File: config.mk
export PLATFORM = sky130hd
export DESIGN_NAME = shcd_in_stage
export DESIGN_NICKNAME = d
export VERILOG_FILES = /design/src/rtl/core/shcd_pkg.sv /design/src/rtl/core/shcd_in_stage.sv
export SDC_FILE = /design/constraint.sdc
export NUM_CORES = 1
export LEC_CHECK = 0
export BUFFER_PORTS_ARGS = -buffer_cell sky130_fd_sc_hd__buf_4
export CORE_AREA = 5 5 54 91
export CTS_BUF_LIST = sky130_fd_sc_hd__clkbuf_2 sky130_fd_sc_hd__clkbuf_4 sky130_fd_sc_hd__clkbuf_8
export CTS_CLUSTER_SIZE = 16
export DETAILED_ROUTE_END_ITERATION = 10
export DIE_AREA = 0 0 59 96
export PLACE_DENSITY = 0.88
export SETUP_SLACK_MARGIN = 0.2
export SLEW_MARGIN = 25
export SYNTH_ARGS = -nofsm -noshare
export SYNTH_HDL_FRONTEND = slang
export SYNTH_SLANG_ARGS = --single-unit
File: constraint.sdc
create_clock -name clk_i -period 1.4 [get_ports clk_i]
set_input_delay 0 -clock clk_i [delete_from_list [all_inputs] [get_ports clk_i]]
set_output_delay 0 -clock clk_i [all_outputs]
set_load 0.01 [all_outputs]
File: src/rtl/core/shcd_pkg.sv
// Shared types, constants and helper functions for the settable hh:mm clock display.
// No dependencies; every other file of the block imports it.
`default_nettype none

package shcd_pkg;

  // Blink half period and the reciprocal used to take now_ms / BLINK_HALF_MS
  localparam int unsigned BLINK_HALF_MS = 300;
  localparam int unsigned DIGIT_COUNT   = 4;
  localparam int unsigned BLINK_SHIFT   = 32 + $clog2(BLINK_HALF_MS);
  localparam logic [63:0] BLINK_MAGIC64 =
    ((64'd1 << BLINK_SHIFT) + 64'(BLINK_HALF_MS) - 64'd1) / 64'(BLINK_HALF_MS);
  localparam logic [32:0] BLINK_MAGIC   = BLINK_MAGIC64[32:0];

  // Reset values
  localparam logic [9:0]  LOW_THR_RST    = 10'd300;
  localparam logic [9:0]  HIGH_THR_RST   = 10'd700;
  localparam logic [31:0] MIN_PERIOD_RST = 32'd60000;
  localparam logic [4:0]  HOUR_RST       = 5'd12;
  localparam logic [5:0]  MINUTE_RST     = 6'd0;

  localparam logic [4:0] HOUR_MAX   = 5'd23;
  localparam logic [5:0] MINUTE_MAX = 6'd59;

  // Register indexes on the configuration port (paddr[3:2])
  localparam logic [1:0] REG_LOW_THR    = 2'd0;
  localparam logic [1:0] REG_HIGH_THR   = 2'd1;
  localparam logic [1:0] REG_MIN_PERIOD = 2'd2;

  localparam int unsigned IN_TDATA_W  = 56;
  localparam int unsigned OUT_TDATA_W = 48;

  typedef enum logic [1:0] {
    DIG_HOUR_TENS = 2'd0,
    DIG_HOUR_ONES = 2'd1,
    DIG_MIN_TENS  = 2'd2,
    DIG_MIN_ONES  = 2'd3
  } shcd_digit_e;

  typedef struct packed {
    logic [31:0] now_ms;
    logic        button_pressed;
    logic [9:0]  joy_x;
    logic [9:0]  joy_y;
  } shcd_item_t;

  typedef struct packed {
    logic [9:0]  low_threshold;
    logic [9:0]  high_threshold;
    logic [31:0] minute_period_ms;
  } shcd_cfg_t;

  typedef struct packed {
    logic [4:0] hours;
    logic [5:0] minutes;
  } shcd_time_t;

  typedef struct packed {
    shcd_time_t  tm;
    logic        set_mode;
    shcd_digit_e digit;
  } shcd_view_t;

  // Add or subtract 10 or 1 on the selected digit, wrap the touched unit to the far end
  function automatic shcd_time_t step_digit(shcd_time_t t, shcd_digit_e dig, logic up);
    logic signed [7:0] h;
    logic signed [7:0] m;
    logic signed [7:0] step;
    shcd_time_t r;
    h = signed'({3'b000, t.hours});
    m = signed'({2'b00, t.minutes});
    case (dig)
      DIG_HOUR_TENS, DIG_MIN_TENS: step = 8'sd10;
      default:                     step = 8'sd1;
    endcase
    if (!up) begin
      step = -step;
    end
    case (dig)
      DIG_HOUR_TENS, DIG_HOUR_ONES: h = h + step;
      DIG_MIN_TENS, DIG_MIN_ONES:   m = m + step;
      default:                      h = h;
    endcase
    if (h < 8'sd0) begin
      h = 8'sd23;
    end else if (h > 8'sd23) begin
      h = 8'sd0;
    end
    if (m < 8'sd0) begin
      m = 8'sd59;
    end else if (m > 8'sd59) begin
      m = 8'sd0;
    end
    r.hours   = h[4:0];
    r.minutes = m[5:0];
    return r;
  endfunction

  // Tens digit of a value below 64
  function automatic logic [3:0] tens_of(logic [5:0] v);
    logic [3:0] t;
    if (v >= 6'd60) begin
      t = 4'd6;
    end else if (v >= 6'd50) begin
      t = 4'd5;
    end else if (v >= 6'd40) begin
      t = 4'd4;
    end else if (v >= 6'd30) begin
      t = 4'd3;
    end else if (v >= 6'd20) begin
      t = 4'd2;
    end else if (v >= 6'd10) begin
      t = 4'd1;
    end else begin
      t = 4'd0;
    end
    return t;
  endfunction

  function automatic logic [3:0] ones_of(logic [5:0] v);
    logic [6:0] tens10;
    logic [6:0] diff;
    tens10 = 7'(tens_of(v)) * 7'd10;
    diff   = {1'b0, v} - tens10;
    return diff[3:0];
  endfunction

  // Active-low segments a..g in bits 0..6; codes above nine go dark
  function automatic logic [6:0] seg_lut(logic [3:0] d);
    logic [6:0] s;
    case (d)
      4'd0:    s = 7'h40;
      4'd1:    s = 7'h79;
      4'd2:    s = 7'h24;
      4'd3:    s = 7'h30;
      4'd4:    s = 7'h19;
      4'd5:    s = 7'h12;
      4'd6:    s = 7'h02;
      4'd7:    s = 7'h78;
      4'd8:    s = 7'h00;
      4'd9:    s = 7'h10;
      default: s = 7'h7F;
    endcase
    return s;
  endfunction

endpackage

`default_nettype wire

File: src/rtl/core/shcd_in_stage.sv
// Input register: captures one poll item and hands it on when the result side is free.
// Depends on shcd_pkg for the item struct and tdata width.
`default_nettype none

module shcd_in_stage
  import shcd_pkg::*;
(
  input  wire logic                   clk_i,
  input  wire logic                   rst_ni,
  input  wire logic                   in_valid_i,
  output logic                        in_ready_o,
  input  wire logic [IN_TDATA_W-1:0]  in_data_i,
  input  wire logic                   out_free_i,
  output logic                        advance_o,
  output shcd_item_t                  item_o
);

  logic       valid_q;
  shcd_item_t item_q;
  shcd_item_t item_d;

  assign advance_o  = valid_q & out_free_i;
  assign in_ready_o = ~valid_q | advance_o;

  always_comb begin
    item_d.now_ms         = in_data_i[31:0];
    item_d.button_pressed = in_data_i[32];
    item_d.joy_x          = in_data_i[42:33];
    item_d.joy_y          = in_data_i[52:43];
  end

  always_ff @(posedge clk_i or negedge rst_ni) begin
    if (!rst_ni) begin
      valid_q <= 1'b0;
    end else if (in_ready_o) begin
      valid_q <= in_valid_i;
    end
  end

  always_ff @(posedge clk_i) begin
    if (in_ready_o && in_valid_i) begin
      item_q <= item_d;
    end
  end

  assign item_o = item_q;

endmodule

`default_nettype wire

After elaboration in Yosys (flattened, before gate mapping)
Index checks and enable logic that the tools add are counted.
Word-level totals
  register bits: 54
  input port bits: 60
Cells by class
  bitwise gates (word level): 3
  reduce and logical (&&, ||, !) cells: 1
Operators with widths (count)
  $and 1x1->1: 1
  $logic_and 1x1->1: 1
  $not 1->1: 1
  $or 1x1->1: 1

Longest topological paths before layout
Gate-level depths: netlist of run 1.
  word-level depth: 3
  gate-level depth with buffers: 2
  depth with buffers taken out: 2

Least setup slack after synthesis of run 1
Ideal clock, no wire load.
  path type: flip-flop to flip-flop
  start: register valid_q
  end: register item_q, in the netlist item_o[0] (enable)
  setup time: 0.373 ns
  arrival: 0.955 ns
  data required time: 1.027 ns
  setup slack: 0.072 ns
  cell stages (with the launch flop): 3
  path buffers: 0
  cell sequence: dfrtp_1 > nand2b_4 > and2_4
On the way
  word-level cells in the longest chain between the ends: 3
  elaborated cells between the ends (all ways): 4
  classes of those cells: 3 x bitwise; 1 x reduce/logical
Ends and longest elaborated chain
  start, declared: RTL line shcd_in_stage.sv:18  | logic valid_q;
  start signal, assigned: RTL line shcd_in_stage.sv:36  | valid_q <= in_valid_i;
  $and 1x1->1 / $not 1->1 (equally long branches): RTL line shcd_in_stage.sv:22, shcd_in_stage.sv:23
  $or 1x1->1 (*): RTL line shcd_in_stage.sv:23  | assign in_ready_o = ~valid_q | advance_o;
  named net in_ready_o: RTL line shcd_in_stage.sv:11  | output logic in_ready_o,
  $logic_and 1x1->1 (*): RTL line shcd_in_stage.sv:41  | if (in_ready_o && in_valid_i) begin
  end signal, assigned: RTL line shcd_in_stage.sv:42  | item_q <= item_d;
  end, declared: RTL line shcd_in_stage.sv:19  | shcd_item_t item_q;
Mark *: on every way through the listed nets, which the timed path passes. The rest lies on a longest branch.
A chain may end at the register's enable or synchronous reset.

Worst setup path in the final report of run 1
  start: register valid_q
  end: register item_q, in the netlist item_o[39] (enable)
On the way
  word-level cells in the longest chain between the ends: 3
  elaborated cells between the ends (all ways): 4
  classes of those cells: 3 x bitwise; 1 x reduce/logical
Ends and longest elaborated chain (RTL line)
  $and 1x1->1 / $not 1->1 (equally long branches): shcd_in_stage.sv:22, shcd_in_stage.sv:23
  $or 1x1->1 (*): shcd_in_stage.sv:23
  $logic_and 1x1->1 (*): shcd_in_stage.sv:41
Every way passes the cells marked *; elsewhere a longest branch is shown, timed or not.

==> results.json, run 1 <==
{
  "post-synth-top-area-cell": "edfxtp_1",
  "port_buffers": 111,
  "route.detailed.drc": 0,
  "power_per_cell_area_nw_per_um2": 998,
  "core_area_um2": 4110,
  "critical_path_class": "flop to flop",
  "power_w": 0.00329,
  "critical_path.endpoint_type": "flop",
  "worstMarginPinSlew_ns": 0.151,
  "post_cts_resized": 0,
  "timing.final.max_slew_violations": 0,
  "rsz_0062_raised_after_global_routing": "true",
  "viasPerCell": 4.38,
  "skew_ns": 0.0107,
  "holdPathStages": 2,
  "drt_pass1_iterations": 4,
  "crit_path_start_kind": "flop",
  "detailedRoute.firstIterationViolations": 32,
  "grt_antenna_before_repair": 0,
  "layout-area-overhead-vs-synth_pct": 99.3,
  "ys_ff_latch": 54,
  "post_synth_instance_area_um2": 1650,
  "yosysWarnings": 0,
  "fin_nets": 298,
  "placement.setup.worst_slack_ns": 0.219,
  "gp_congestion": 0.630,
  "vdd_ir_drop_max_mv": 1.03,
  "synth.avg_cell_area_um2": 28.5,
  "floorplan.die.width_um": 59,
  "netlist-cell-type-count": 6,
  "hold_violations": 0,
  "maximum_number_of_pins_on_one_net_before_global_route_repair": 34,
  "power_frac_seq": 0.581,
  "num_vias": 1262,
  "maximum_fanout_along_the_worst_path": 20,
  "p_sw_frac": 0.200,
  "setup_viol": 0,
  "synthDominantCellAreaShare": 0.964,
  "number_of_global_route_vias_before_repair": 1350,
  "n_antenna_cell": 0,
  "synth_nets": 118,
  "maxSlewHeadroom": 0.900,
  "final_critical_path_setup_slack_ns": 0.205,
  "power_report.internal_total_w": 0.00263,
  "clk_pin_slew_ns": 0.09,
  "power.combinational.fraction": 0.158,
  "timing.hold.worst.start": "in_data_i[40]",
  "fp.dieH_um": 96,
  "hold_class": "input pin to flop",
  "cp_data_arrival_time_ns": 1.20,
  "seq_area_frac_synth": 0.979,
  "first_pass_grt_wire_length_um": 6920,
  "final_util": 0.801,
  "worst-endpoint-required_ns": 1.41,
  "drt-wirelength-per-cell_um": 17.5,
  "ioPinCount": 115,
  "antenna_left": 0,
  "run_status": "finished, final reports clean",
  "clock_sink_count": 54,
  "overall_routing_resource_usage": 0.175,
  "worstHoldEndpoint": "item_o[17]",
  "cts_inserted_buffers": 5,
  "maxClockFrequency_ghz": 0.837,
  "remaining_global_route_overflow": 0,
  "setup_total_negative_slack_ns": 0,
  "fin_cells": 288,
  "floorplan.rows": 31,
  "synth.top_cells.by_area": "edfxtp_1, dfrtp_1, nand2b_4",
  "clock_path_buffers": 2,
  "r2r-end": "item_o[39]",
  "p_clk_frac": 0.261,
  "regToRegStartpoint": "valid_q",
  "drive_above_1_share": 0.527,
  "initial_core_util": 0.402,
  "drv.max_cap_violation_count": 0,
  "root_buffer": "clkbuf_8",
  "regToRegSetupSlack_ns": 0.21,
  "floorplan.die_area_um2": 5660,
  "synthesis.instances": 58,
  "drt-total-wl_um": 5040,
  "power.static_leakage_nw": 1.40,
  "timing.reg2reg.worst_path_depth": 3,
  "p_sw_w": 0.000656,
  "clock_insertion_delay_at_the_later_pin_of_the_skew_report_ns": 0.29,
  "htree_levels": 2,
  "dpl.cell_count": 220,
  "tritoncts": "built",
  "final.period_utilization": 0.853,
  "fin_crit_ns": 1.19
}
-- synth_stat cells --
cell / instances
and2_1: 1
and2_4: 1
nand2b_1: 1
dfrtp_1: 1
edfxtp_1: 53
nand2b_4: 1
-- layer usage --
layer / up-vias / global-route usage / wire, µm
li1: 589 / - / -
met1: 597 / 0.160 / 1460
met2: 66 / 0.335 / 3010
met3: 10 / 0.0497 / 434
met4: 0 / 0.0870 / 142
met5: - / 0 / 0
-- critical path, stage by stage, from the launching register on --
cell and delay, ns:
dfrtp_1 0.43, nand2b_4 0.09, and2_4 0.20, buf_12 0.18
-- worst max-delay path by stage --
stage                 end  depth (start not counted)  startpoint
2_1_floorplan   item_o[0]                          2     valid_q
3_3_place_gp    item_o[6]                          3     valid_q
3_5_place_dp    item_o[1]                          3     valid_q
4_1_cts         item_o[1]                          3     valid_q
5_1_grt        item_o[20]                          3     valid_q
6_report       item_o[39]                          3     valid_q
-- metrics by stage --
| step | hold WS, ns | cell area [µm²] |
|---|---|---|
| 5_1_grt | 0.409 | 3290 |
| 4_1_cts | 0.407 | 3250 |
| 2_1_floorplan | -0.296 | 1650 |
| 3_3_place_gp | -0.224 | 2590 |
| 3_5_place_dp | -0.223 | 2590 |
| 6_report | 0.421 | 3290 |
-- final cells by class --
cell class / instances / area [µm²]
multi-input cells: 4 / 35.0
fillers: 228 / 820
flip-flops and latches: 54 / 1620
repair buffers: 173 / 1490
well taps: 49 / 61.3
clock buffers: 8 / 91.3
-- flip-flops by register name (all words and copies together), names as in the netlist --
| register | count |
|---|---|
| valid_q | 1 |
| item_o | 53 |
-- cells in the final DEF, fill, tap and decap left out, drive strengths merged --
master,Yosys,final
nand2b,2,2
and2,2,2
edfxtp,53,53
buf,0,115
dlygate4sd3,0,57
dfrtp,1,1
clkbuf,0,9
-- timing repair --
action,4_1_cts,5_1_grt
endpoints found under the hold margin,55,0
setup endpoints to repair,0,33
buffers inserted,0,1
hold buffers,57,0
-- power groups by stage --
stage	sequential [W]	clock (W)	combinational, W
after global routing	0.00192	0.000942	0.000547
after detailed placement	0.00194	0	0.000366
after global placement	0.00194	0	0.000356
after floorplan	0.00199	0	0.0000393
final	0.00191	0.000856	0.000520
after CTS	0.00191	0.000873	0.000497
-- kinds of logic after synthesis --
family,Yosys count,synth area share
DFF,54,0.979
and+or+nand+nor,4,0.0212
Note: power is estimated with default switching activity, not from simulation.
==> run 2: changes to the inputs <==
--- a/config.mk
+++ b/config.mk
@@ -6,12 +6,14 @@
 export NUM_CORES = 1
 export LEC_CHECK = 0
 export BUFFER_PORTS_ARGS = -buffer_cell sky130_fd_sc_hd__buf_4
+export CAP_MARGIN = 25
 export CORE_AREA = 5 5 54 91
 export CTS_BUF_LIST = sky130_fd_sc_hd__clkbuf_2 sky130_fd_sc_hd__clkbuf_4 sky130_fd_sc_hd__clkbuf_8
 export CTS_CLUSTER_SIZE = 16
 export DETAILED_ROUTE_END_ITERATION = 10
 export DIE_AREA = 0 0 59 96
 export PLACE_DENSITY = 0.88
+export RECOVER_POWER = 25
 export SETUP_SLACK_MARGIN = 0.2
 export SLEW_MARGIN = 25
 export SYNTH_ARGS = -nofsm -noshare
==> results.json, run 2 (synthesis gave the netlist of run 1 again) <==
{
  "cp_data_arrival_time_ns": 1.20,
  "drive_above_1_share": 0.527,
  "p_clk_frac": 0.261,
  "power.combinational.fraction": 0.156,
  "floorplan.die.width_um": 59,
  "port_buffers": 111,
  "fin_worst_hold_slack_ns": 0.437,
  "power.static_leakage_nw": 1.39,
  "largest_register_ffs": 53,
  "maximum_number_of_pins_on_one_net_before_global_route_repair": 34,
  "grt_antenna_before_repair": 0,
  "fin_nets": 298,
  "number_of_global_route_vias_before_repair": 1350,
  "clock_sink_count": 54,
  "worst-endpoint-required_ns": 1.40,
  "drt-wirelength-per-cell_um": 17.3,
  "htree_levels": 2,
  "final_util": 0.801,
  "skew_ns": 0.0113,
  "power_per_cell_area_nw_per_um2": 995,
  "final.period_utilization": 0.851,
  "hold_violations": 0,
  "clk_pin_slew_ns": 0.09,
  "layout.cells.most_common_list": "buf_4, dlygate4sd3_1, edfxtp_1",
  "clock_path_buffers": 2,
  "p_sw_frac": 0.199,
  "power_w": 0.00327,
  "initial_core_util": 0.402,
  "power_report.internal_total_w": 0.00262,
  "drt-total-wl_um": 4990,
  "cts_inserted_buffers": 5,
  "remaining_global_route_overflow": 0,
  "maxSlewHeadroom": 0.902,
  "route.detailed.drc": 0,
  "worstMarginPinSlew_ns": 0.147,
  "run_status": "finished, final reports clean",
  "drt_pass1_iterations": 4,
  "critical_path_class": "flop to flop",
  "root_buffer": "clkbuf_8",
  "maxClockFrequency_ghz": 0.839,
  "maximum_fanout_along_the_worst_path": 20,
  "hold_class": "input pin to flop",
  "first_pass_grt_wire_length_um": 6920,
  "power_frac_seq": 0.583,
  "num_vias": 1261,
  "fin_crit_ns": 1.19,
  "antenna_left": 0,
  "critical_path.endpoint_type": "flop",
  "vdd_ir_drop_max_mv": 1.03,
  "layout.cells.most_common": "buf_4",
  "setup_viol": 0,
  "fp.dieH_um": 96,
  "n_antenna_cell": 0,
  "setup_total_negative_slack_ns": 0,
  "core_area_um2": 4110,
  "detailedRoute.firstIterationViolations": 41,
  "floorplan.rows": 31,
  "overall_routing_resource_usage": 0.175,
  "p_sw_w": 0.000651,
  "clock_insertion_delay_at_the_later_pin_of_the_skew_report_ns": 0.29,
  "drv.max_cap_violation_count": 0,
  "ioPinCount": 115,
  "post_cts_resized": 0,
  "timing.final.max_slew_violations": 0,
  "viasPerCell": 4.38,
  "floorplan.die_area_um2": 5660,
  "layout-area-overhead-vs-synth_pct": 99.3,
  "crit_path_start_kind": "flop",
  "gp_congestion": 0.630,
  "tritoncts": "built",
  "rsz_0062_raised_after_global_routing": "true"
}
## run 2: cell count changes in the layout (fill, tap and decap cells not counted)
cell,change
clkbuf_4,+40
buf_4,-40
## run 2: timing repair
action | in CTS | in global routing
setup buffers | 0 | 1
hold endpoints to repair | 55 | 0
hold buffers | 57 | 0
endpoints found under the setup margin | 0 | 33
## run 2: final cells by class
cell class | instances | area (µm²)
Clock buffer | 8 | 91.3
Fill cell | 228 | 820
Multi-Input combinational cell | 4 | 35.0
Sequential cell | 54 | 1620
Tap cell | 49 | 61.3
Timing Repair Buffer | 173 | 1490
## run 2: worst max-delay path, cell delays in order (launching register included)
cell and delay, ns:
dfrtp_1 0.43, nand2b_4 0.09, and2_4 0.20, buf_12 0.18
## run 2: metal layers
metal  GRT usage  part of all wire  wire length [µm]
met1       0.160              0.29              1430
met2       0.335              0.60              2990
met3      0.0497             0.087               434
met4      0.0870             0.028               142
met5           0                 0                 0
## run 2: path summary, 6_finish.rpt
path                              endpoint  slack [ns]    startpoint  depth (start not counted)
max in group asynchronous          valid_q        0.75        rst_ni                          3
worst min register to register     valid_q        0.74       valid_q                          3
min in group asynchronous          valid_q        0.55        rst_ni                          3
worst min-delay path            item_o[28]        0.44  in_data_i[7]                          2
worst max-delay path            item_o[39]        0.21       valid_q                          3
worst max register to register  item_o[39]        0.21       valid_q                          3
## run 2: power groups by stage
stage / logic [W] / clock network [W] / registers [W]
floorplan: 0.0000393 / 0 / 0.00199
global placement: 0.000356 / 0 / 0.00194
detailed placement: 0.000366 / 0 / 0.00194
CTS: 0.000497 / 0.000873 / 0.00191
global route: 0.000541 / 0.000942 / 0.00192
finish: 0.000512 / 0.000854 / 0.00191
## run 2: metrics by stage
step,instance area [µm²],instances,worst slack (ns)
after floorplan,1650,58,0.0746
after global placement,2590,220,0.254
after detailed placement,2590,220,0.219
after CTS,3250,285,0.203
after global routing,3290,288,0.180
final,3290,288,0.208
