$ cat src/rtl/core/shcd_pkg.sv
// Shared types, constants and helper functions for the settable hh:mm clock display.
// No dependencies; every other file of the block imports it.
`default_nettype none

package shcd_pkg;

  // Blink half period and the reciprocal used to take now_ms / BLINK_HALF_MS
  localparam int unsigned BLINK_HALF_MS = 300;
  localparam int unsigned DIGIT_COUNT   = 4;
  localparam int unsigned BLINK_SHIFT   = 32 + $clog2(BLINK_HALF_MS);
  localparam logic [63:0] BLINK_MAGIC64 =
    ((64'd1 << BLINK_SHIFT) + 64'(BLINK_HALF_MS) - 64'd1) / 64'(BLINK_HALF_MS);
  localparam logic [32:0] BLINK_MAGIC   = BLINK_MAGIC64[32:0];

  // Reset values
  localparam logic [9:0]  LOW_THR_RST    = 10'd300;
  localparam logic [9:0]  HIGH_THR_RST   = 10'd700;
  localparam logic [31:0] MIN_PERIOD_RST = 32'd60000;
  localparam logic [4:0]  HOUR_RST       = 5'd12;
  localparam logic [5:0]  MINUTE_RST     = 6'd0;

  localparam logic [4:0] HOUR_MAX   = 5'd23;
  localparam logic [5:0] MINUTE_MAX = 6'd59;

  // Register indexes on the configuration port (paddr[3:2])
  localparam logic [1:0] REG_LOW_THR    = 2'd0;
  localparam logic [1:0] REG_HIGH_THR   = 2'd1;
  localparam logic [1:0] REG_MIN_PERIOD = 2'd2;

  localparam int unsigned IN_TDATA_W  = 56;
  localparam int unsigned OUT_TDATA_W = 48;

  typedef enum logic [1:0] {
    DIG_HOUR_TENS = 2'd0,
    DIG_HOUR_ONES = 2'd1,
    DIG_MIN_TENS  = 2'd2,
    DIG_MIN_ONES  = 2'd3
  } shcd_digit_e;

  typedef struct packed {
    logic [31:0] now_ms;
    logic        button_pressed;
    logic [9:0]  joy_x;
    logic [9:0]  joy_y;
  } shcd_item_t;

  typedef struct packed {
    logic [9:0]  low_threshold;
    logic [9:0]  high_threshold;
    logic [31:0] minute_period_ms;
  } shcd_cfg_t;

  typedef struct packed {
    logic [4:0] hours;
    logic [5:0] minutes;
  } shcd_time_t;

  typedef struct packed {
    shcd_time_t  tm;
    logic        set_mode;
    shcd_digit_e digit;
  } shcd_view_t;

  // Add or subtract 10 or 1 on the selected digit, wrap the touched unit to the far end
  function automatic shcd_time_t step_digit(shcd_time_t t, shcd_digit_e dig, logic up);
    logic signed [7:0] h;
    logic signed [7:0] m;
    logic signed [7:0] step;
    shcd_time_t r;
    h = signed'({3'b000, t.hours});
    m = signed'({2'b00, t.minutes});
    case (dig)
      DIG_HOUR_TENS, DIG_MIN_TENS: step = 8'sd10;
      default:                     step = 8'sd1;
    endcase
    if (!up) begin
      step = -step;
    end
    case (dig)
      DIG_HOUR_TENS, DIG_HOUR_ONES: h = h + step;
      DIG_MIN_TENS, DIG_MIN_ONES:   m = m + step;
      default:                      h = h;
    endcase
    if (h < 8'sd0) begin
      h = 8'sd23;
    end else if (h > 8'sd23) begin
      h = 8'sd0;
    end
    if (m < 8'sd0) begin
      m = 8'sd59;
    end else if (m > 8'sd59) begin
      m = 8'sd0;
    end
    r.hours   = h[4:0];
    r.minutes = m[5:0];
    return r;
  endfunction

  // Tens digit of a value below 64
  function automatic logic [3:0] tens_of(logic [5:0] v);
    logic [3:0] t;
    if (v >= 6'd60) begin
      t = 4'd6;
    end else if (v >= 6'd50) begin
      t = 4'd5;
    end else if (v >= 6'd40) begin
      t = 4'd4;
    end else if (v >= 6'd30) begin
      t = 4'd3;
    end else if (v >= 6'd20) begin
      t = 4'd2;
    end else if (v >= 6'd10) begin
      t = 4'd1;
    end else begin
      t = 4'd0;
    end
    return t;
  endfunction

  function automatic logic [3:0] ones_of(logic [5:0] v);
    logic [6:0] tens10;
    logic [6:0] diff;
    tens10 = 7'(tens_of(v)) * 7'd10;
    diff   = {1'b0, v} - tens10;
    return diff[3:0];
  endfunction

  // Active-low segments a..g in bits 0..6; codes above nine go dark
  function automatic logic [6:0] seg_lut(logic [3:0] d);
    logic [6:0] s;
    case (d)
      4'd0:    s = 7'h40;
      4'd1:    s = 7'h79;
      4'd2:    s = 7'h24;
      4'd3:    s = 7'h30;
      4'd4:    s = 7'h19;
      4'd5:    s = 7'h12;
      4'd6:    s = 7'h02;
      4'd7:    s = 7'h78;
      4'd8:    s = 7'h00;
      4'd9:    s = 7'h10;
      default: s = 7'h7F;
    endcase
    return s;
  endfunction

endpackage

`default_nettype wire

$ cat src/rtl/core/shcd_time_core.sv
// Clock state: mode toggle, joystick editing and the minute timer, one poll per advance.
// Depends on shcd_pkg for the digit step helper and shared structs.
`default_nettype none

module shcd_time_core
  import shcd_pkg::*;
(
  input  wire logic        clk_i,
  input  wire logic        rst_ni,
  input  wire logic        advance_i,
  input  wire shcd_item_t  item_i,
  input  wire shcd_cfg_t   cfg_i,
  output shcd_view_t       view_o
);

  shcd_time_t  time_q, time_d, time_up, time_dn;
  logic        mode_q, mode_d;
  shcd_digit_e digit_q, digit_d, digit_r;
  logic [31:0] last_q, last_d;
  logic [31:0] elapsed;
  logic        y_up, y_dn, x_right, x_left;

  assign y_up    = item_i.joy_y < cfg_i.low_threshold;
  assign y_dn    = item_i.joy_y > cfg_i.high_threshold;
  assign x_right = item_i.joy_x > cfg_i.high_threshold;
  assign x_left  = item_i.joy_x < cfg_i.low_threshold;

  always_comb begin
    mode_d  = mode_q ^ item_i.button_pressed;
    last_d  = (item_i.button_pressed && !mode_d) ? item_i.now_ms : last_q;
    time_d  = time_q;
    digit_d = digit_q;
    time_up = y_up ? step_digit(time_q, digit_q, 1'b1) : time_q;
    time_dn = y_dn ? step_digit(time_up, digit_q, 1'b0) : time_up;
    digit_r = x_right ? shcd_digit_e'(digit_q + 2'd1) : digit_q;
    elapsed = item_i.now_ms - last_d;
    if (mode_d) begin
      time_d  = time_dn;
      digit_d = x_left ? shcd_digit_e'(digit_r - 2'd1) : digit_r;
    end else if (elapsed >= cfg_i.minute_period_ms) begin
      last_d = item_i.now_ms;
      // advance one minute, carry into the hour, wrap at 23:59
      if (time_q.minutes >= MINUTE_MAX) begin
        time_d.minutes = 6'd0;
        time_d.hours   = (time_q.hours >= HOUR_MAX) ? 5'd0 : time_q.hours + 5'd1;
      end else begin
        time_d.minutes = time_q.minutes + 6'd1;
      end
    end
  end

  always_ff @(posedge clk_i or negedge rst_ni) begin
    if (!rst_ni) begin
      time_q.hours   <= HOUR_RST;
      time_q.minutes <= MINUTE_RST;
      mode_q         <= 1'b0;
      digit_q        <= DIG_HOUR_TENS;
      last_q         <= 32'd0;
    end else if (advance_i) begin
      time_q  <= time_d;
      mode_q  <= mode_d;
      digit_q <= digit_d;
      last_q  <= last_d;
    end
  end

  assign view_o.tm       = time_d;
  assign view_o.set_mode = mode_d;
  assign view_o.digit    = digit_d;

endmodule

`default_nettype wire

$ cat config.mk
export PLATFORM = sky130hd
export DESIGN_NAME = shcd_time_core
export DESIGN_NICKNAME = d
export VERILOG_FILES = /design/src/rtl/core/shcd_pkg.sv /design/src/rtl/core/shcd_time_core.sv
export SDC_FILE = /design/constraint.sdc
export NUM_CORES = 1
export LEC_CHECK = 0
export BUFFER_PORTS_ARGS = -buffer_cell sky130_fd_sc_hd__buf_4
export CORE_UTILIZATION = 64
export CTS_CLUSTER_DIAMETER = 100
export DETAILED_ROUTE_END_ITERATION = 10
export PLACE_DENSITY_LB_ADDON = 0.05
export SETUP_SLACK_MARGIN = 0.1
export SYNTH_ARGS = -nofsm -noshare
export SYNTH_HDL_FRONTEND = slang
export SYNTH_SLANG_ARGS = --single-unit
$ cat constraint.sdc
create_clock -name clk_i -period 16.1 [get_ports clk_i]
set_input_delay 3.22 -clock clk_i [delete_from_list [all_inputs] [get_ports clk_i]]
set_output_delay 3.22 -clock clk_i [all_outputs]
set_load 0.05 [all_outputs]
After elaboration in Yosys (flattened, before gate mapping)
Cells that the tools add are included.
{"block": "totals", "regBits": 46, "in_bits": 108, "wordCells": 66, "out_inout_bits": 14}
{"block": "op_classes", "n_bitwise": 1, "eq_ne": 3, "n_mux": 26, "addsub": 10, "order_cmp": 15, "reduce_logical": 6}
{"cell": "32-bit two-way mux", "n": 3}
{"cell": "11-bit two-way mux", "n": 4}
{"cell": "32-bit greater-or-equal comparator", "n": 1}
{"cell": "8-bit by 1-bit < comparator with 1-bit output, second input constant", "n": 4}
{"cell": "8-bit two-way mux", "n": 4}
{"cell": "32-bit subtractor", "n": 1}
{"cell": "5-bit two-way mux", "n": 6}
{"cell": "6-bit two-way mux", "n": 5}
{"cell": "10-bit greater-than comparator", "n": 2}
{"cell": "10-bit < comparator", "n": 2}
{"cell": "6-bit by 8-bit adder with 8-bit output", "n": 2}
{"cell": "7-bit by 8-bit adder with 8-bit output", "n": 2}
{"cell": "8-bit by 6-bit greater-than comparator with 1-bit output, second input constant", "n": 2}
{"cell": "8-bit by 7-bit greater-than comparator with 1-bit output, second input constant", "n": 2}
{"cell": "8-bit negation", "n": 1}
{"cell": "6-bit by 1-bit adder with 6-bit output, second input constant", "n": 1}
{"cell": "6-bit greater-or-equal comparator, second input constant", "n": 1}
{"cell": "2-bit two-way mux", "n": 3}
{"cell": "2-bit OR reduction", "n": 3}
{"cell": "5-bit by 1-bit adder with 5-bit output, second input constant", "n": 1}
{"cell": "5-bit greater-or-equal comparator, second input constant", "n": 1}
{"cell": "2-bit equality test, second input constant", "n": 2}
{"cell": "4-bit two-way mux", "n": 1}
{"cell": "2-bit by 1-bit adder with 2-bit output, second input constant", "n": 1}
{"cell": "6 further kinds", "n": 6}

Longest topological paths before layout
Gate-level depths: netlist of run 1.
{"block": "depth", "ltp_word": 16, "depth_mapped": 30, "depth_no_buf": 28}

Worst setup path after synthesis of run 1
No wires, ideal clock.
{"block": "synth_path", "path_type": "input to output", "from": "input item_i[20] in the netlist's numbering", "to": "output view_o[12] in the netlist's numbering", "t_arrival_ps": 9038, "path_slack_ps": 3842, "path_buffers": 3, "path_stages": 27, "t_required_ps": 12880, "path_cell_list": "ha_1 > clkbuf_1 > buf_1 > mux2i_1 > ha_1 > nor2b_1 > o21ai_0 > a21oi_1 > o21ai_0 > a21oi_1 > o311ai_0 > a21oi_1 > a211o_1 > a21o_1 > a21oi_1 > xnor2_1 > ha_1 > a21o_1 > a21o_1 > a21oi_1 > o21ai_0 > nand3_1 > nand2_1 > a21oi_1 > clkbuf_1 > o31ai_1 > a22oi_1"}
{"element": "from (decl)", "line_no": "shcd_time_core.sv:11", "text": "input wire shcd_item_t item_i,"}
{"element": "to (decl)", "line_no": "shcd_time_core.sv:13", "text": "output shcd_view_t view_o"}

==> out/summary.md, run 1 <==
• arrival time at the worst endpoint: 10.07 ns
• via/cell ratio: 6.26
• worst setup skew after layout: 0.00637 ns
• stage delay of the slowest cell on the critical path: 0.77 ns
• worst reg2reg endpoint: time_q[7]
• top cells by area in the synthesized netlist: ha_1 (21%), dfrtp_1 (15%), mux2_2 (5.7%)
• number of pins with negative max-slew slack in the final report: 0
• PD cells: 229 nW/um^2
• full die area: 11800 um^2
• count of buffers added by post-CTS timing repair for setup: 0
• fraction of power consumed by combinational cells: 81.4%
• RePlAce Congestion: 0.958
• worst endpoint required time: 12.88 ns
• library cell contributing the largest single delay on the critical path: a21oi_1
• CP Capture Type: primary output
• proportion of total power due to net switching: 54.2%
• clock tree from TritonCTS: yes
• final setup violation count: 0
• count of buffer and inverter cells on the critical path: 3
• clock root cell: clkbuf_16
• Routed WL per cell: 15.9 um
• share of post-route cells with drive strength above 1: 18.9%
• sum of net half-perimeters after detailed placement: 14.5 mm
• Post-synth EDFFs: 0
• hold path cells: 1
• vias in the first global route: 6803
• number of design rule violations left after detail routing: 0
• number of clock sinks: 46
• Boundary Pins: 122
• cell count of the worst reg-to-reg path: 27
• share of synthesized area occupied by flip-flops and latches: 15.9%
• part of the cycle the worst path needs: 82.5%
• share of total power in the clock network: 5.6%
• floorplan die width: 109 um
• worst min-delay path category: reg2reg
• synthesized area: 7270 um^2
• Synth Instances: 908
• number of gates resized after cts: 0
• # placed instances: 1142
• final hold violations: 0
• most frequently used flop master after synthesis: dfrtp_1
• Synth area leader: ha_1
• worst hold path startpoint: last_q[30]
• total of buffers placed on input and output ports: 121
• highest net fanout along the worst path: 33
• initial core utilization: 66.5%
• number of clock buffers inserted by TritonCTS: 5
• global-route wire length before repair: 30.8 mm
• GRT Resource Usage Total: 32.4%
• slew of the pin with the lowest slew margin: 1.02 ns
• worst max-slew margin expressed relative to the limit: 32.3%
• static leakage power: 0.00413 uW
• via count: 7198
• mean post-synth cell area: 8.01 um^2
• Critical Path Source: item_i[20]
• final net count: 1241
• flop-to-flop setup slack: 9.01 ns
• design internal power: 885 uW
• CP most frequent cell: a21oi_1
• count of non-filler cells in the finished layout: 1150
• minimum clock period after layout: 13.29 ns
• net switching power: 1050 uW
• Clock Path Buffers: 2
• final hold slack: 0.506 ns
• violation count after the first detailed-route iteration: 578
• library cells used by synthesis: 74
• number of fill cells: 862
• final cell utilization of the core: 76.9%
• unrepaired setup endpoints after global routing: no
• number of rows in the core area: 38
• Max Cap Violations: 0
• Seq pwr share: 12.9%
• post-layout power: 1930 uW
• count of yosys warnings during synthesis: 0
• hold buffer count at cts: 0
• WS Path Type: in2out
• clock network latency to the later pin of the worst-skew pair: 0.30 ns
• antenna violations before repair: 0
• antenna cell count: 0
• kind of cell with the highest combined delay on the critical path: compound AO/OA/AOI/OAI gates
• worst voltage drop across the vdd grid: 0.000179 V
• launch point of the worst reg-to-reg path: mode_q
• Async S/R FF share, synth: 100%
• Area Growth Syn to Fin: 15.7%
• Max Clk Rate: 75.3 MHz
• sort of element at the start of the critical path: primary input
• status: complete, no violations
• area inside the core boundary: 10900 um^2
• 1st-pass router iterations: 5
• post-synthesis net count: 1140
• total overflow reported by the global router: 0
• area share of the leading cell type in the synthesized netlist: 20.8%
• deepest level of the CTS H-tree: 2
• #FFs+latches synth: 46
• final-layout setup total negative slack: 0 ns
• WL final: 18.3 mm
• clock-pin transition on the worst setup and hold timing paths: 0.07 ns
• end of the worst hold path: last_q[30]
• count of cell instances traversed by the critical path: 29
• chip height: 109 um
• Antenna Nets Post-Route: 0
• maximum number of pins on one net before global-route repair: 47
-- power by group through the flow --
stage | Clock (uW) | Combinational (uW) | Sequential, uW
after floorplan | 0 | 1240 | 210
after global placement | 0 | 1510 | 244
after detailed placement | 0 | 1540 | 247
after CTS | 109 | 1550 | 246
after global routing | 114 | 1740 | 259
final | 109 | 1570 | 249
-- how the worst max path moves through the flow --
stage	end	slack [ns]
finish	view_o[10]	2.81
detailed placement	view_o[10]	2.91
global route	view_o[10]	2.25
floorplan	view_o[12]	3.84
global placement	view_o[10]	3.02
CTS	view_o[10]	2.91
-- final cells by class --
class | instances | area (um^2) | share of cell area [%]
flip-flops and latches | 46 | 1150 | 13.7
clock inverters | 3 | 21.3 | 0.253
inverters | 91 | 342 | 4.06
clock buffers | 5 | 125 | 1.49
well taps | 140 | 175 | 2.08
repair buffers | 124 | 931 | 11.1
multi-input cells | 741 | 5670 | 67.3
-- synth_stat cells, types with 7 or more instances --
master,number
ha_1,121
inv_1,89
a21oi_1,65
nor2_1,63
o21ai_0,58
nand2_1,47
dfrtp_1,44
a21o_1,38
mux2_2,37
mux2i_1,36
clkbuf_1,25
xnor2_1,24
nor3_1,21
nand3_1,19
a31oi_1,17
o21a_1,13
o211ai_1,12
a211oi_1,11
nor2b_1,11
xor2_1,11
nand4_1,10
nand2b_1,8
nor4_1,8
or3_1,8
or2_2,7
-- cells by family after synthesis --
group	after synthesis	share of synthesized area, %
AND/OR/NAND/NOR	224	15.2
AO/OA/AOI/OAI	285	26.1
adder cells (fa/ha/maj)	124	21.6
flip-flops	46	15.9
multiplexers	73	10.7
buffers and inverters	121	6.30
XOR/XNOR	35	4.22
-- layout by cell type, fill, tap and decap left out, drive strengths merged, types with 4 or more instances in the layout --
cell type  synthesis  layout
buf                5     124
ha               121     121
inv               89      89
a21oi             67      67
nor2              63      63
o21ai             61      61
nand2             47      47
dfrtp             44      44
a21o              38      38
mux2              37      37
mux2i             36      36
xnor2             24      24
nor3              21      21
nand3             19      19
a31oi             17      17
o21a              14      14
o211ai            12      12
a211oi            12      12
nor2b             11      11
xor2              11      11
nand4             10      10
nand2b             8       8
or3                8       8
nor4               8       8
or2                7       7
and3               6       6
o22ai              5       5
o31ai              5       5
clkbuf            25       5
a31o               4       4
a211o              4       4
o2bb2ai            4       4
and2               4       4
clkinv             2       4
-- stage by stage --
| step | instance area [um^2] | worst slack, ns |
|---|---|---|
| floorplan | 7270 | 3.84 |
| global placement | 8270 | 3.02 |
| detailed placement | 8270 | 2.91 |
| CTS | 8410 | 2.91 |
| global route | 8410 | 2.25 |
| finish | 8410 | 2.81 |
-- sequential cells by signal, summed over array words and instances, names as in the netlist --
| name | flops |
|---|---|
| last_q | 32 |
| time_q | 11 |
| mode_q | 1 |
| digit_q | 2 |
-- layer usage --
| layer | up-vias | global-route usage, % | part of all wire, % |
|---|---|---|---|
| li1 | 3560 | - | - |
| met1 | 3336 | 42.0 | 44 |
| met2 | 266 | 56.0 | 47 |
| met3 | 36 | 3.80 | 6.7 |
| met4 | 0 | 9.94 | 1.8 |
| met5 | - | 0 | 0 |
Power figures use the tool's default switching activity.
==> run 2: changes to the inputs <==
--- a/config.mk
+++ b/config.mk
@@ -6,7 +6,7 @@
 export NUM_CORES = 1
 export LEC_CHECK = 0
 export BUFFER_PORTS_ARGS = -buffer_cell sky130_fd_sc_hd__buf_4
-export CORE_UTILIZATION = 64
+export CORE_UTILIZATION = 59
 export CTS_CLUSTER_DIAMETER = 100
 export DETAILED_ROUTE_END_ITERATION = 10
 export PLACE_DENSITY_LB_ADDON = 0.05
==> constraint.sdc (replaced) <==
create_clock -name clk_i -period 13.8 [get_ports clk_i]
set_input_delay 2.76 -clock clk_i [delete_from_list [all_inputs] [get_ports clk_i]]
set_output_delay 2.76 -clock clk_i [all_outputs]
set_load 0.05 [all_outputs]
==> out/summary.md, run 2 (synthesized netlist as in run 1, its figures left out) <==
• antenna violations before repair: 0
• number of gates resized after cts: 0
• count of buffers added by post-CTS timing repair for setup: 0
• Max Clk Rate: 80.8 MHz
• worst setup skew after layout: 0.00648 ns
• share of post-route cells with drive strength above 1: 18.8%
• worst voltage drop across the vdd grid: 0.000258 V
• chip height: 113 um
• part of the cycle the worst path needs: 89.7%
• sort of element at the start of the critical path: primary input
• initial core utilization: 60.5%
• global-route wire length before repair: 30.7 mm
• Area Growth Syn to Fin: 15.7%
• unrepaired setup endpoints after global routing: no
• full die area: 12800 um^2
• hold path cells: 2
• flop-to-flop setup slack: 6.70 ns
• floorplan die width: 113 um
• final-layout setup total negative slack: 0 ns
• CP Capture Type: primary output
• worst endpoint required time: 11.04 ns
• cell count of the worst reg-to-reg path: 25
• # placed instances: 1149
• deepest level of the CTS H-tree: 2
• total of buffers placed on input and output ports: 121
• 1st-pass router iterations: 5
• hold buffer count at cts: 0
• Antenna Nets Post-Route: 0
• total overflow reported by the global router: 0
• highest net fanout along the worst path: 17
• static leakage power: 0.00413 uW
• vias in the first global route: 6757
• final setup violation count: 0
• Max Cap Violations: 0
• via/cell ratio: 6.04
• worst min-delay path category: reg2reg
• final net count: 1241
• final hold slack: 0.489 ns
• antenna cell count: 0
• final hold violations: 0
• clock tree from TritonCTS: yes
• number of clock sinks: 46
• via count: 6990
• WS Path Type: in2out
• area inside the core boundary: 12000 um^2
• end of the worst hold path: last_q[0]
• slew of the pin with the lowest slew margin: 1.06 ns
• largest registers: last_q: 32 flops, time_q: 11 flops, digit_q: 2 flops
• number of clock buffers inserted by TritonCTS: 5
• finished layout cell area: 8420 um^2
• clock-pin transition on the worst setup and hold timing paths: 0.07 ns
• Boundary Pins: 122
• worst hold path startpoint: last_q[0]
• number of pins with negative max-slew slack in the final report: 0
• violation count after the first detailed-route iteration: 413
• flip-flop count of the largest register after layout: 32
• PD cells: 265 nW/um^2
• Area after DPL: 8280 um^2
• clock root cell: clkbuf_16
• most common cell after layout, fill and taps aside: buf_4
• number of rows in the core area: 40
• worst max-slew margin expressed relative to the limit: 29.3%
• largest reg by FF count: last_q
• Routed WL per cell: 15.6 um
• status: complete, no violations
• worst reg2reg endpoint: last_q[30]
• sum of net half-perimeters after detailed placement: 14.2 mm
• number of design rule violations left after detail routing: 0
• maximum number of pins on one net before global-route repair: 47
• arrival time at the worst endpoint: 9.62 ns
• RePlAce Congestion: 0.911
• count of non-filler cells in the finished layout: 1157
• Clock Path Buffers: 2
• WL final: 18.1 mm
• clock network latency to the later pin of the worst-skew pair: 0.31 ns
• launch point of the worst reg-to-reg path: mode_q
• minimum clock period after layout: 12.38 ns
• GRT Resource Usage Total: 29.6%
• most frequent cells in the layout: buf_4 (124), ha_1 (120), inv_1 (89)
run 2: through the flow:
step	setup WS, ns	power (uW)	util, %
2_1_floorplan	2.46	1690	-
3_3_place_gp	1.59	2070	68.9
3_5_place_dp	1.42	2080	68.9
4_1_cts	1.37	2220	70.1
5_1_grt	0.715	2470	70.1
6_report	1.42	2230	70.1
run 2: cell type report:
| class | count | area [um^2] |
|---|---|---|
| clock buffers | 6 | 129 |
| repair buffers | 124 | 931 |
| clock inverters | 2 | 10.0 |
| fillers | 1032 | 3600 |
| well taps | 147 | 184 |
| inverters | 91 | 342 |
| multi-input cells | 741 | 5670 |
| flip-flops and latches | 46 | 1150 |
run 2: routing by layer:
| layer | track usage, % | up-vias | routed length [um] |
|---|---|---|---|
| li1 | - | 3559 | - |
| met4 | 8.86 | 0 | 434 |
| met1 | 38.7 | 3182 | 8500 |
| met2 | 50.3 | 212 | 8180 |
| met5 | 0 | - | 0 |
| met3 | 4.55 | 37 | 985 |
run 2: critical path, stage by stage:
cell	delay [ns]
buf_4	0.08
ha_2	0.55
buf_4	0.41
mux2i_1	0.12
ha_1	0.22
or3_1	0.38
o21ai_0	0.23
a21oi_1	0.16
o311ai_0	0.48
a21oi_1	0.23
a211o_1	0.35
a21o_1	0.16
a21oi_1	0.17
xnor2_1	0.14
ha_1	0.26
a21o_1	0.18
a21o_1	0.17
a21oi_1	0.14
o21ai_0	0.10
nand3_1	0.08
nand2_1	0.05
a21oi_1	0.81
nor2_1	0.42
and3_1	0.30
o31ai_1	0.25
o21ai_0	0.19
buf_4	0.23
run 2: worst max-delay path by stage:
stage | cells after the start | from | to
after floorplan | 27 | item_i[20] | view_o[12]
after detailed placement | 27 | item_i[20] | view_o[10]
after CTS | 27 | item_i[20] | view_o[10]
final | 27 | item_i[20] | view_o[10]
after global routing | 30 | item_i[20] | view_o[10]
after global placement | 27 | item_i[20] | view_o[10]
run 2: report_power, final:
group	internal, uW	total, uW	switching, uW	leakage [uW]
combinational	757	1820	1060	0.00352
sequential	206	290	84.0	0.000538
clock	66.9	126	59.4	0.0000706
total	1030	2230	1200	0.00413
